## src/rtl/rita_pkg.sv

```systemverilog
// ----------------------------------------------------------------------------
// rita_pkg
// Shared constants, codes and helpers for the radix integer to ASCII converter.
// ----------------------------------------------------------------------------
package rita_pkg;

    localparam int DEF_WORD_WIDTH = 64;

    localparam logic [7:0] CHAR_ZERO  = 8'h30;
    localparam logic [7:0] CHAR_MINUS = 8'h2D;
    localparam logic [7:0] CHAR_UPPER = 8'h41;
    localparam logic [7:0] CHAR_LOWER = 8'h61;

    typedef enum logic [1:0] {
        RADIX_OCT = 2'd0,
        RADIX_DEC = 2'd1,
        RADIX_HEX = 2'd2
    } t_radix;

    localparam logic [4:0] BASE_OCT = 5'd8;
    localparam logic [4:0] BASE_DEC = 5'd10;
    localparam logic [4:0] BASE_HEX = 5'd16;

    // unused radix code falls back to hex
    function automatic logic [4:0] base_of(input logic [1:0] code);
        logic [4:0] b;
        unique case (code)
            RADIX_OCT: b = BASE_OCT;
            RADIX_DEC: b = BASE_DEC;
            default:   b = BASE_HEX;
        endcase
        return b;
    endfunction

    function automatic logic [7:0] digit_char(input logic [3:0] d, input logic upper);
        logic [7:0] c;
        if (d < 4'd10) begin
            c = CHAR_ZERO + {4'd0, d};
        end else if (upper) begin
            c = CHAR_UPPER + {4'd0, d} - 8'd10;
        end else begin
            c = CHAR_LOWER + {4'd0, d} - 8'd10;
        end
        return c;
    endfunction

endpackage

```

## src/rtl/radix_integer_to_ascii.sv

```systemverilog
// ----------------------------------------------------------------------------
// radix_integer_to_ascii
// Converts one integer to its octal, decimal or hex ASCII text, one character
// per output transaction, most significant character first.
// ----------------------------------------------------------------------------
// Usage:
//   Input channel i_valid / o_stall carries the value and its format flags.
//   o_stall stays high from the accepted transaction until its last character
//   has been loaded into the output register, so one number is in work at a
//   time. Output channel o_valid / i_stall carries o_character and
//   o_last_char, which marks the final character of the number.
//   Sequence: an optional two's complement pass for negative signed
//   decimal values, then a bit-serial restoring divider for each digit
//   (one remainder bit per cycle), then the characters are loaded into
//   the output register in turn while the receiver does not stall.
//   Digits are kept on a small stack and read back in reverse order.
//   A stalled output register holds its character; the next character is
//   loaded only once the held one is taken.
//   Reset (synchronous, active low) returns to idle with no output pending.
// ----------------------------------------------------------------------------
module radix_integer_to_ascii #(
    parameter int WORD_WIDTH = rita_pkg::DEF_WORD_WIDTH
) (
    input  logic        i_clk,
    input  logic        i_rst_n,
    input  logic        i_valid,
    output logic        o_stall,
    input  logic [63:0] i_value,
    input  logic [1:0]  i_radix,
    input  logic        i_upper_case,
    input  logic        i_wide_mode,
    input  logic        i_signed_mode,
    output logic        o_valid,
    input  logic        i_stall,
    output logic [7:0]  o_character,
    output logic        o_last_char
);
    import rita_pkg::*;

    localparam int DEPTH = (WORD_WIDTH + 2) / 3;
    localparam int SP_W  = $clog2(DEPTH + 1);
    localparam int IDX_W = $clog2(DEPTH);
    localparam int CNT_W = $clog2(WORD_WIDTH);
    localparam logic [CNT_W-1:0] CNT_TOP = CNT_W'(WORD_WIDTH - 1);
    localparam logic [CNT_W-1:0] CNT_LOW = CNT_W'(WORD_WIDTH - 32);

    typedef enum logic [3:0] {
        S_IDLE = 4'b0001,
        S_NEG  = 4'b0010,
        S_DIV  = 4'b0100,
        S_EMIT = 4'b1000
    } t_state;

    t_state                r_state, n_state;
    logic [WORD_WIDTH-1:0] r_val, n_val;
    logic [CNT_W-1:0]      r_cnt, n_cnt;
    logic [3:0]            r_rem, n_rem;
    logic [4:0]            r_base, n_base;
    logic                  r_upper, n_upper;
    logic                  r_wide, n_wide;
    logic                  r_neg, n_neg;
    logic                  r_carry, n_carry;
    logic                  r_qnz, n_qnz;
    logic [SP_W-1:0]       r_sp, n_sp;
    logic                  r_valid, n_valid;
    logic [7:0]            r_char, n_char;
    logic                  r_last, n_last;
    logic [3:0]            r_stk [DEPTH];

    logic                  in_acc;
    logic                  out_free;
    logic [4:0]            div_t;
    logic                  div_ge;
    logic [4:0]            div_r;
    logic                  neg_bit;
    logic                  push;
    logic [SP_W-1:0]       sp_dec;
    logic                  sign_bit;
    logic [WORD_WIDTH-1:0] load_val;

    assign o_stall  = (r_state != S_IDLE);
    assign in_acc   = i_valid && !o_stall;
    assign out_free = !r_valid || !i_stall;

    assign div_t  = {r_rem, r_val[WORD_WIDTH-1]};
    assign div_ge = (div_t >= r_base);
    assign div_r  = div_ge ? (div_t - r_base) : div_t;
    assign sp_dec = r_sp - SP_W'(1);

    assign sign_bit = i_wide_mode ? i_value[WORD_WIDTH-1] : i_value[31];
    assign load_val = i_wide_mode ? i_value[WORD_WIDTH-1:0]
                                  : WORD_WIDTH'(i_value[31:0]);

    // bits above bit 31 are forced to zero in 32-bit mode
    assign neg_bit = (r_wide || (r_cnt >= CNT_LOW)) ? (~r_val[0] ^ r_carry) : 1'b0;

    always_comb begin
        n_state = r_state;
        n_val   = r_val;
        n_cnt   = r_cnt;
        n_rem   = r_rem;
        n_base  = r_base;
        n_upper = r_upper;
        n_wide  = r_wide;
        n_neg   = r_neg;
        n_carry = r_carry;
        n_qnz   = r_qnz;
        n_sp    = r_sp;
        n_valid = r_valid && i_stall;
        n_char  = r_char;
        n_last  = r_last;
        push    = 1'b0;
        unique case (r_state)
            S_IDLE: begin
                if (in_acc) begin
                    n_val   = load_val;
                    n_base  = base_of(i_radix);
                    n_upper = i_upper_case;
                    n_wide  = i_wide_mode;
                    n_neg   = (i_radix == RADIX_DEC) && i_signed_mode && sign_bit;
                    n_cnt   = CNT_TOP;
                    n_carry = 1'b1;
                    n_rem   = 4'd0;
                    n_qnz   = 1'b0;
                    n_sp    = '0;
                    n_state = n_neg ? S_NEG : S_DIV;
                end
            end
            S_NEG: begin
                n_val   = {neg_bit, r_val[WORD_WIDTH-1:1]};
                n_carry = ~r_val[0] & r_carry;
                n_cnt   = r_cnt - CNT_W'(1);
                if (r_cnt == '0) begin
                    n_cnt   = CNT_TOP;
                    n_state = S_DIV;
                end
            end
            S_DIV: begin
                n_val = {r_val[WORD_WIDTH-2:0], div_ge};
                n_rem = div_r[3:0];
                n_qnz = r_qnz | div_ge;
                n_cnt = r_cnt - CNT_W'(1);
                if (r_cnt == '0) begin
                    push  = 1'b1;
                    n_sp  = r_sp + SP_W'(1);
                    n_cnt = CNT_TOP;
                    n_rem = 4'd0;
                    n_qnz = 1'b0;
                    if (!(r_qnz | div_ge)) begin
                        n_state = S_EMIT;
                    end
                end
            end
            S_EMIT: begin
                if (out_free) begin
                    n_valid = 1'b1;
                    if (r_neg) begin
                        n_char = CHAR_MINUS;
                        n_last = 1'b0;
                        n_neg  = 1'b0;
                    end else begin
                        n_char = digit_char(r_stk[sp_dec[IDX_W-1:0]], r_upper);
                        n_last = (r_sp == SP_W'(1));
                        n_sp   = sp_dec;
                        if (r_sp == SP_W'(1)) begin
                            n_state = S_IDLE;
                        end
                    end
                end
            end
            default: n_state = S_IDLE;
        endcase
    end

    always_ff @(posedge i_clk) begin
        if (!i_rst_n) begin
            r_state <= S_IDLE;
            r_valid <= 1'b0;
            r_sp    <= '0;
            r_neg   <= 1'b0;
            r_cnt   <= '0;
        end else begin
            r_state <= n_state;
            r_valid <= n_valid;
            r_sp    <= n_sp;
            r_neg   <= n_neg;
            r_cnt   <= n_cnt;
        end
        r_val   <= n_val;
        r_rem   <= n_rem;
        r_base  <= n_base;
        r_upper <= n_upper;
        r_wide  <= n_wide;
        r_carry <= n_carry;
        r_qnz   <= n_qnz;
        r_char  <= n_char;
        r_last  <= n_last;
    end

    // digit stack
    always_ff @(posedge i_clk) begin
        if (push) begin
            r_stk[r_sp[IDX_W-1:0]] <= div_r[3:0];
        end
    end

    assign o_valid     = r_valid;
    assign o_character = r_char;
    assign o_last_char = r_last;

    a_sp_range: assert property (@(posedge i_clk) disable iff (!i_rst_n)
        r_sp <= SP_W'(DEPTH))
        else $error("digit stack overflow");

    a_rem_below_base: assert property (@(posedge i_clk) disable iff (!i_rst_n)
        r_state == S_DIV |-> {1'b0, r_rem} < r_base)
        else $error("remainder not below radix");

    a_emit_nonempty: assert property (@(posedge i_clk) disable iff (!i_rst_n)
        r_state == S_EMIT |-> r_sp != '0)
        else $error("emit with empty digit stack");

    a_last_to_idle: assert property (@(posedge i_clk) disable iff (!i_rst_n)
        (r_state == S_EMIT && out_free && !r_neg && r_sp == SP_W'(1))
            |=> (r_state == S_IDLE && o_valid && o_last_char))
        else $error("last character not followed by idle");

endmodule

```

## config.mk

```make
export PLATFORM = sky130hd
export DESIGN_NAME = radix_integer_to_ascii
export DESIGN_NICKNAME = d
export VERILOG_FILES = /design/src/rtl/rita_pkg.sv /design/src/rtl/radix_integer_to_ascii.sv
export SDC_FILE = /design/constraint.sdc
export NUM_CORES = 1
export LEC_CHECK = 0
export ABC_AREA = 1
export BUFFER_PORTS_ARGS = -buffer_cell sky130_fd_sc_hd__buf_2
export CAP_MARGIN = 20
export CORE_MARGIN = 3
export CORE_UTILIZATION = 30
export CTS_CLUSTER_DIAMETER = 100
export DETAILED_ROUTE_END_ITERATION = 8
export PLACE_DENSITY = 0.49
export SYNTH_ARGS = -nofsm -noshare
export SYNTH_HDL_FRONTEND = slang
export SYNTH_SLANG_ARGS = --single-unit
```

## constraint.sdc

```tcl
create_clock -name i_clk -period 3.2 [get_ports i_clk]
set_clock_uncertainty 0.15 [all_clocks]
set_input_delay 0.32 -clock i_clk [delete_from_list [all_inputs] [get_ports i_clk]]
set_output_delay 0.32 -clock i_clk [all_outputs]
set_load 0.005 [all_outputs]
```

==> results of run 1 <==
-- cell usage after synthesis (all sizes together) (3+ instances only) --
| cell | number | area (sq um) |
|---|---|---|
| dfxtp | 17 | 340 |
| inv | 124 | 465 |
| or2 | 3 | 18.8 |
| a211oi | 3 | 22.5 |
| clkinv | 4 | 17.5 |
| nand4 | 4 | 25.0 |
| a21oi | 17 | 92.6 |
| o211ai | 11 | 92.6 |
| nor2 | 83 | 312 |
| o221ai | 62 | 543 |
| clkbuf | 20 | 75.1 |
| buf | 25 | 181 |
| a31oi | 4 | 25.0 |
| nor3 | 5 | 46.3 |
| nand3 | 78 | 413 |
| edfxtp | 171 | 5130 |
| ha | 11 | 138 |
| nand2 | 141 | 552 |
| o21ai | 54 | 282 |
-- how the worst max path moves through the flow --
stage / startpoint / depth (start not counted) / slack (ns) / to
final: r_sp[1] / 13 / 0.42 / o_character[4]
after global routing: r_sp[1] / 13 / 0.17 / o_character[4]
after CTS: r_sp[1] / 13 / 0.44 / o_character[4]
after detailed placement: r_sp[1] / 13 / 0.45 / o_character[4]
after global placement: r_sp[1] / 10 / 0.49 / o_character[0]
after floorplan: r_sp[0] / 18 / 0.26 / o_character[4]
-- layout by cell type (no fill, tap or decap), types with 3 or more instances in the layout --
cell / synthesis / routed
buf_4: 2 / 16
o221ai_1: 62 / 62
o21ai_1: 9 / 9
ha_1: 11 / 11
nand3_1: 75 / 75
a31oi_1: 4 / 4
a21oi_1: 15 / 15
o21ai_0: 44 / 44
inv_2: 8 / 9
dfxtp_1: 17 / 17
nor2_1: 83 / 82
o211ai_1: 9 / 9
nand4_1: 4 / 4
nand2_2: 6 / 6
edfxtp_1: 171 / 171
dlygate4sd3_1: 0 / 12
nand2_1: 134 / 134
clkbuf_16: 0 / 17
clkinv_2: 2 / 3
or2_2: 3 / 3
inv_6: 0 / 4
buf_2: 10 / 82
a211oi_1: 3 / 3
clkinv_8: 0 / 5
inv_1: 116 / 115
inv_8: 0 / 3
-- critical path, delay by kind of cell (launching register included) --
kind / cells / cell delay, ns
buffers and inverters: 4 / 0.55
AO/OA/AOI/OAI: 3 / 0.50
adder cells (fa/ha/maj): 2 / 0.51
AND/OR/NAND/NOR: 4 / 0.42
flip-flops: 1 / 0.41
-- through the flow --
| step | cells | hold slack, ns | total power, W | area (sq um) |
|---|---|---|---|---|
| finish | 1332 | 0.0217 | 0.0104 | 10400 |
| detailed placement | 1288 | 0.331 | 0.00839 | 9680 |
| global placement | 1288 | 0.334 | 0.00837 | 9680 |
| floorplan | 849 | 0.269 | 0.00701 | 8880 |
| CTS | 1332 | 0.000290 | 0.0105 | 10400 |
| global route | 1332 | 0.0142 | 0.0112 | 10400 |
-- kinds of logic after synthesis --
group / Yosys count / share of synthesized area (%)
buffers and inverters: 173 / 8.33
and+or+nand+nor: 315 / 15.5
other: 1 / 0.0422
AOI/OAI and AO/OA: 158 / 12.5
xor gates and xnor gates: 3 / 0.465
adders and majority gates: 11 / 1.55
DFF: 188 / 61.6
-- power by group through the flow --
stage / logic [W] / clock network, W / registers (W)
6_report: 0.00409 / 0.00210 / 0.00419
3_3_place_gp: 0.00414 / 0 / 0.00423
3_5_place_dp: 0.00414 / 0 / 0.00425
2_1_floorplan: 0.00279 / 0 / 0.00422
5_1_grt: 0.00467 / 0.00226 / 0.00425
4_1_cts: 0.00416 / 0.00217 / 0.00419
-- final cells by class --
| class | count | area [sq um] | area share (%) |
|---|---|---|---|
| Timing Repair Buffer | 112 | 691 | 6.64 |
| Inverter | 128 | 483 | 4.64 |
| Clock inverter | 15 | 171 | 1.65 |
| Sequential cell | 188 | 5480 | 52.6 |
| Tap cell | 384 | 480 | 4.62 |
| Multi-Input combinational cell | 488 | 2680 | 25.7 |
| Clock buffer | 17 | 425 | 4.09 |
-- sequential cells by signal, summed over array words and instances (netlist names) --
name / count
o_character: 7
o_last_char: 1
o_valid: 1
r_base: 3
r_carry: 1
r_cnt: 6
r_neg: 1
r_qnz: 1
r_rem: 4
r_sp: 5
r_state: 4
r_stk: 88
r_upper: 1
r_val: 64
r_wide: 1
-- routing by layer --
metal,track usage (%),up-vias,routed length (microns)
met1,20.0,3053,10400
met4,3.86,0,277
met3,2.62,21,949
met5,0,-,0
li1,-,3166,-
met2,20.3,167,9260
==> results.py, run 1 <==
metrics = {
    "yosys": {
        "synth_nets": 933,
        "synth_edf_count": 171,
        "seq_area_frac_synth_pct": 61.6,
        "ys.flop_type": "edfxtp_1",
        "synthArstFlopShare_pct": 0,
        "ys_warn_count": 0,
        "ys_ff_latch": 188,
        "synth_area_per_cell_sq_um": 10.5,
        "synthCells": 849,
        "synth.distinct_cells": 45,
        "synth_area_sq_mm": 0.00888,
    },
    "power_and_ir_drop": {
        "p_sw_w": 0.00415,
        "switching_share_pct": 40.0,
        "clockPowerShare_pct": 20.2,
        "ir_drop_mv": 0.386,
        "comb_power_share_pct": 39.4,
        "seqPwrFrac_pct": 40.3,
        "internal_power_w": 0.00623,
        "p_leak_nw": 4.15,
        "power_density_mw_per_mm2": 998,
    },
    "floorplan": {
        "initial_core_util_pct": 30.7,
        "die_w_microns": 178,
        "io_pins": 84,
        "core_sq_mm": 0.0289,
        "die_h_microns": 178,
        "dieArea_sq_mm": 0.0317,
        "std_cell_rows": 62,
    },
    "clocking": {
        "htreeDepth": 4,
        "clock-sinks": 188,
        "cts_hold_buffers": 12,
        "cts_tree": "yes",
        "clk_pin_slew_ns": 0.08,
        "cts_buffer_depth": 2,
        "clock_latency_ns": 0.43,
        "clockRootBuffer": "clkbuf_16",
        "post-cts-setup-buffer-count": 0,
        "cts_resized": 0,
        "cts_made_buffers": 17,
    },
    "global_routing": {
        "grt_use_total_pct": 13.6,
        "grt_pass1_vias": 6231,
        "grt_max_degree": 67,
        "grt_pass1_wl_mm": 33.9,
        "grt.overflow.total": 0,
        "antenna_found_initial": 0,
    },
    "worst_setup_path": {
        "reg2reg_to": "o_character[4]",
        "r2r_start": "r_sp[1]",
        "crit_arrival_ns": 2.82,
        "crit_type": "register to register",
        "cp_max_fo": 30,
        "end_kind": "register",
        "slowest_stage": "dfxtp_1",
        "ff2ff_path_depth": 13,
        "start_kind": "register",
        "crit_required_ns": 3.25,
        "r2r_slack_ns": 0.42,
        "slowest_delay_ns": 0.41,
        "crit_chain": "inv_1 -> ha_1 -> buf_4 -> o21ai_0 -> o211ai_1 -> nand3_1 -> nand3_1 -> nand2_1 -> ha_1 -> nand2_1 -> clkinv_1 -> o21ai_1 -> inv_1",
    },
    "status": {
        "status": "completed",
    },
    "timing": {
        "max_freq_mhz": 360,
        "finalCriticalPeriod_ns": 2.78,
        "grt_setup_unrepaired": "false",
        "finalSetupViolations": 0,
        "tightest_slew_ns": 0.740,
        "min_period_over_period_pct": 86.7,
        "setup_ws_ns": 0.424,
        "finalHoldViolCount": 0,
        "setup_tns_ns": 0,
        "slew_headroom_pct": 50.7,
        "maxSlewViolCount": 0,
    },
    "route": {
        "ant_nets": 0,
        "vias_per_cell": 4.81,
        "drt_iter0_drc": 467,
        "wl_mm": 20.8,
        "remaining_drc_errors": 0,
        "vias": 6407,
        "dr.pass1.iters": 5,
        "routedWlPerCell_microns": 15.6,
    },
    "layout": {
        "fin_util_pct": 35.9,
        "area_growth_pct": 17.1,
        "drive_gt1_share_pct": 17.6,
        "fillerInstances": 2881,
        "diodes": 0,
        "nets": 1019,
    },
    "place": {
        "hpwl_mm": 14.1,
        "portBuffers": 82,
        "globalplace.congestion": 0.826,
        "dp_slack_ns": 0.454,
    },
    "min_path": {
        "hold_end": "r_val[27]",
        "hold_path.class": "input pin to register",
        "min_path_cells": 3,
        "hold_start": "i_value[27]",
    },
    "job": {
        "maxCapViolCount": 0,
    },
}
Power figures use the tool's default switching activity.
==> run 2, diff against run 1 <==
==> constraint.sdc (replaced) <==
create_clock -name i_clk -period 3.2 [get_ports i_clk]
set_clock_uncertainty 0.15 [all_clocks]
set_input_delay 0.16 -clock i_clk [delete_from_list [all_inputs] [get_ports i_clk]]
set_output_delay 0.16 -clock i_clk [all_outputs]
set_load 0.005 [all_outputs]
==> results.py, run 2 (synthesis gave the netlist of run 1 again) <==
metrics = {
    "clocking": {
        "htreeDepth": 4,
        "clockRootBuffer": "clkbuf_16",
        "cts_buffer_depth": 2,
        "clock_latency_ns": 0.43,
        "clock-sinks": 188,
        "cts_tree": "yes",
        "cts_made_buffers": 17,
        "clk_pin_slew_ns": 0.07,
    },
    "worst_setup_path": {
        "slowest_delay_ns": 0.56,
        "slowest_stage": "dlygate4sd3_1",
        "crit_required_ns": 3.43,
        "cpMostUsedCell": "nand2_1",
        "end_kind": "register",
        "cp_max_fo": 65,
        "crit_chain": "inv_2 -> nand2_1 -> nor3_1 -> buf_4 -> nor2_4 -> clkbuf_8 -> inv_1 -> nand2_1 -> nand4_1 -> o211ai_1 -> dlygate4sd3_1",
        "crit_type": "register to register",
        "crit_arrival_ns": 3.10,
        "start_kind": "register",
    },
    "global_routing": {
        "grt_pass1_wl_mm": 34.8,
        "grt.overflow.total": 0,
        "antenna_found_initial": 0,
        "grt_use_total_pct": 13.9,
        "grt_max_degree": 67,
        "grt_pass1_vias": 6444,
    },
    "timing": {
        "max_freq_mhz": 348,
        "setup_tns_ns": 0,
        "setup_ws_ns": 0.325,
        "grt_setup_unrepaired": "false",
        "slew_headroom_pct": 49.9,
        "finalHoldViolCount": 0,
        "hold_slack_ns": 0.0536,
        "finalSetupViolations": 0,
        "min_period_over_period_pct": 89.8,
        "tightest_slew_ns": 0.749,
        "finalCriticalPeriod_ns": 2.87,
        "maxSlewViolCount": 0,
    },
    "layout": {
        "nets": 1077,
        "fillerInstances": 2826,
        "drive_gt1_share_pct": 16.6,
        "largest_register_ffs": 88,
        "final_common_cell": "edfxtp_1",
        "diodes": 0,
        "area_growth_pct": 23.7,
        "fin_util_pct": 38.0,
        "register_area_sq_mm": 0.00548,
        "multiInputGateArea_sq_mm": 0.00268,
        "mostFrequentLayoutCells": "edfxtp_1 (171), nand2_1 (134), inv_1 (115), nor2_1 (82), buf_2 (82)",
    },
    "route": {
        "remaining_drc_errors": 0,
        "ant_nets": 0,
        "wl_mm": 21.5,
        "routedWlPerCell_microns": 15.4,
        "vias_per_cell": 4.75,
        "vias": 6599,
        "drt_iter0_drc": 422,
        "dr.pass1.iters": 5,
    },
    "job": {
        "maxCapViolCount": 0,
    },
    "place": {
        "dp_slack_ns": 0.454,
        "hpwl_mm": 14.1,
        "portBuffers": 82,
        "globalplace.congestion": 0.826,
    },
    "floorplan": {
        "io_pins": 84,
        "dieArea_sq_mm": 0.0317,
        "initial_core_util_pct": 30.7,
        "die_w_microns": 178,
        "core_sq_mm": 0.0289,
        "die_h_microns": 178,
        "std_cell_rows": 62,
    },
    "power_and_ir_drop": {
        "ir_drop_mv": 0.388,
        "p_leak_nw": 4.39,
        "power_density_mw_per_mm2": 952,
    },
    "status": {
        "status": "completed",
    },
    "min_path": {
        "hold_path.class": "input pin to register",
    },
}
[run 2: changes by cell type in the layout (fill, tap and decap cells not counted)]
cell           change
buf_4              -1
dlygate4sd3_1     +58
clkbuf_8           +1
[run 2: final cells by class]
type / instances / area share (%)
well taps: 384 / 4.37
clock buffers: 17 / 3.87
repair buffers: 170 / 11.6
flip-flops and latches: 188 / 49.8
inverters: 128 / 4.40
multi-input cells: 488 / 24.3
clock inverters: 15 / 1.56
[run 2: worst max-delay path: cells and delay by family, from the launching register on]
family / cells / cell delay (ns)
flops: 1 / 0.39
compound gates: 1 / 0.25
simple gates: 5 / 0.70
buf+inv: 5 / 1.32
[run 2: what timing repair did]
action	4_1_cts	5_1_grt
hold buffers	70	0
resized for setup	0	2
endpoints found under the hold margin	77	0
setup buffers	0	0
setup endpoints to repair	0	1
[run 2: metal layers]
metal | wire length, microns | global-route usage [%] | part of all wire (%)
met3 | 864 | 2.62 | 4.0
met5 | 0 | 0 | 0
met2 | 9760 | 21.3 | 45
met4 | 245 | 3.86 | 1.1
met1 | 10600 | 20.2 | 49
[run 2: path summary, 6_finish.rpt]
kind / startpoint / endpoint / slack, ns / cells after the start
min: i_signed_mode / r_state[1] / 0.05 / 5
min reg2reg: r_state[1] / r_state[1] / 0.34 / 2
max reg2reg: r_state[3] / r_state[0] / 0.33 / 11
max: r_state[3] / r_state[0] / 0.33 / 11
[run 2: report_power, final]
part           internal, W  switching [W]
clock              0.00105        0.00105
sequential         0.00398       0.000205
combinational      0.00125        0.00292
[run 2: stage by stage]
stage	std cells	power [W]	area, sq um
after CTS	1390	0.0106	11000
after global placement	1288	0.00837	9680
after global routing	1390	0.0113	11000
final	1390	0.0105	11000
after floorplan	849	0.00701	8880
after detailed placement	1288	0.00839	9680
==> run 3, diff against run 2 <==
--- a/config.mk
+++ b/config.mk
@@ -5,7 +5,7 @@
 export SDC_FILE = /design/constraint.sdc
 export NUM_CORES = 1
 export LEC_CHECK = 0
-export ABC_AREA = 1
+export ABC_AREA = 0
 export BUFFER_PORTS_ARGS = -buffer_cell sky130_fd_sc_hd__buf_2
 export CAP_MARGIN = 20
 export CORE_MARGIN = 3
==> results.py, run 3 <==
metrics = {
    "route": {
        "wl_mm": 20.8,
        "dr.pass1.iters": 9,
        "routedWlPerCell_microns": 17.4,
        "vias_per_cell": 4.98,
        "remaining_drc_errors": 0,
        "ant_nets": 0,
        "drt_iter0_drc": 550,
        "vias": 5966,
    },
    "timing": {
        "setup_tns_ns": 0,
        "max_freq_mhz": 327,
        "slew_headroom_pct": 50.6,
        "tightest_slew_ns": 0.736,
        "min_period_over_period_pct": 95.7,
        "finalSetupViolations": 0,
        "finalCriticalPeriod_ns": 3.06,
        "grt_setup_unrepaired": "false",
        "hold_slack_ns": 0.0847,
        "maxSlewViolCount": 0,
        "finalHoldViolCount": 0,
    },
    "worst_setup_path": {
        "cpMostUsedCell": "ha_4",
        "r2r_slack_ns": 0.14,
        "crit_required_ns": 3.23,
        "crit_family": "multiplexers",
        "ff2ff_path_depth": 11,
        "cp_max_fo": 7,
        "start_kind": "register",
        "crit_buf_inv": 2,
        "slowest_delay_ns": 0.45,
        "crit_chain": "inv_1 -> ha_4 -> mux2_2 -> mux4_2 -> nor2b_2 -> a41oi_2 -> nand2_2 -> clkinv_2 -> ha_4 -> a21boi_1 -> a311o_1",
        "r2r_start": "r_sp[1]",
        "cp_num_cells": 11,
        "reg2reg_to": "o_character[2]",
        "slowest_stage": "mux4_2",
        "critPathLaunch": "r_sp[1]",
        "crit_type": "register to register",
        "critPathCapture": "o_character[2]",
        "end_kind": "register",
        "crit_arrival_ns": 3.09,
    },
    "layout": {
        "fin_util_pct": 38.8,
        "diodes": 0,
        "area_growth_pct": 26.5,
        "drive_gt1_share_pct": 22.2,
        "final_common_cell": "edfxtp_1",
        "mostFrequentLayoutCells": "edfxtp_1 (171), buf_2 (82), inv_1 (76), dlygate4sd3_1 (70), a222oi_1 (63)",
        "nets": 890,
        "fillerInstances": 2732,
        "largest_register_ffs": 88,
    },
    "global_routing": {
        "grt_pass1_vias": 6142,
        "grt_pass1_wl_mm": 33.4,
        "grt_use_total_pct": 13.7,
        "antenna_found_initial": 0,
        "grt.overflow.total": 0,
        "grt_max_degree": 69,
    },
    "yosys": {
        "synth_area_per_cell_sq_um": 13.3,
        "synthCells": 648,
        "synth_nets": 732,
        "synth_area_leaders": "edfxtp_1 (60%), a222oi_1 (7.3%), dfxtp_1 (4.0%)",
        "ys.flop_type": "edfxtp_1",
        "synth_top_cell_area_share_pct": 59.8,
        "seq_area_frac_synth_pct": 63.8,
        "ys_ff_latch": 188,
        "synth.distinct_cells": 64,
        "synth_edf_count": 171,
        "yosysMostFrequentCell": "edfxtp_1",
        "synth_commonest_cells": "edfxtp_1 (171), inv_1 (78), a222oi_1 (63), nor2_1 (50), nand2_1 (46)",
        "synthArstFlopShare_pct": 0,
        "synth_top_area_cell": "edfxtp_1",
        "ys_warn_count": 0,
        "synth_area_sq_mm": 0.00859,
    },
    "min_path": {
        "hold_path.class": "input pin to register",
    },
    "place": {
        "hpwl_mm": 14.1,
        "portBuffers": 82,
        "globalplace.congestion": 0.750,
    },
    "floorplan": {
        "std_cell_rows": 61,
        "initial_core_util_pct": 30.7,
        "die_w_microns": 175,
        "dieArea_sq_mm": 0.0307,
        "die_h_microns": 175,
        "core_sq_mm": 0.0280,
        "io_pins": 84,
    },
    "power_and_ir_drop": {
        "power_density_mw_per_mm2": 742,
        "ir_drop_mv": 0.431,
        "p_leak_nw": 4.16,
    },
    "clocking": {
        "clock_latency_ns": 0.44,
        "clockRootBuffer": "clkbuf_16",
        "clk_pin_slew_ns": 0.08,
        "clock-sinks": 188,
        "post-cts-setup-buffer-count": 0,
        "cts_buffer_depth": 2,
        "cts_made_buffers": 17,
        "htreeDepth": 4,
        "cts_tree": "yes",
    },
    "status": {
        "status": "completed",
    },
    "job": {
        "maxCapViolCount": 0,
    },
}
run 3: logic make-up (layout without fill, tap and decap cells):
family | after synthesis | count (layout) | share of synthesized area [%]
adders and majority gates | 11 | 11 | 1.60
muxes | 32 | 32 | 5.96
buffers and inverters | 122 | 293 | 5.81
other | 1 | 1 | 0.0437
AOI/OAI and AO/OA | 134 | 134 | 13.1
and+or+nand+nor | 153 | 153 | 8.66
xor gates and xnor gates | 7 | 7 | 1.02
DFF | 188 | 188 | 63.8
run 3: worst min path at each step:
stage / cells past startpoint / end / startpoint
final: 3 / r_cnt[3] / i_rst_n
after global routing: 3 / r_cnt[3] / i_rst_n
after CTS: 3 / r_cnt[3] / i_rst_n
after detailed placement: 1 / r_upper / i_upper_case
after global placement: 1 / r_upper / i_upper_case
after floorplan: 0 / r_upper / i_upper_case
run 3: power by group:
group	leakage (nW)	internal [W]	switching (W)
Clock	0.270	0.00104	0.00102
Sequential	1.72	0.00357	0.000279
Combinational	2.17	0.000820	0.00133
run 3: cell type report:
| cell class | count | area, sq um | area share (%) |
|---|---|---|---|
| clock inverter | 13 | 129 | 1.19 |
| tap | 378 | 473 | 4.35 |
| clock buffer | 19 | 433 | 3.99 |
| sequential | 188 | 5480 | 50.4 |
| inverter | 80 | 304 | 2.80 |
| multi-input combinational | 338 | 2660 | 24.5 |
| timing repair buffer | 181 | 1380 | 12.7 |
run 3: tightest hold or removal path, delay by kind of cell:
| kind | cells | cell delay [ns] |
|---|---|---|
| AOI/OAI and AO/OA | 1 | 0.07 |
| buffers and inverters | 2 | 0.39 |
run 3: layer usage:
| metal | vias to the layer above | global-route usage, % | wire length (microns) |
|---|---|---|---|
| li1 | 2826 | - | - |
| met1 | 2940 | 18.8 | 9550 |
| met2 | 181 | 22.0 | 9860 |
| met3 | 19 | 3.35 | 1170 |
| met4 | 0 | 3.52 | 238 |
| met5 | - | 0 | 0 |
run 3: metrics by stage:
| step | total power, W | area, sq um | setup WS, ns | std cells |
|---|---|---|---|---|
| 6_report | 0.00805 | 10900 | 0.138 | 1197 |
| 5_1_grt | 0.00853 | 10900 | 0.00339 | 1197 |
| 4_1_cts | 0.00813 | 10800 | 0.100 | 1197 |
| 3_5_place_dp | 0.00599 | 9580 | 0.107 | 1095 |
| 3_3_place_gp | 0.00599 | 9580 | 0.145 | 1095 |
| 2_1_floorplan | 0.00513 | 8630 | 0.00609 | 648 |
run 3: repair_timing:
item	CTS	global route
gates resized for setup	0	3
setup endpoints to repair	0	1
hold buffers	70	0
hold endpoints to repair	71	0
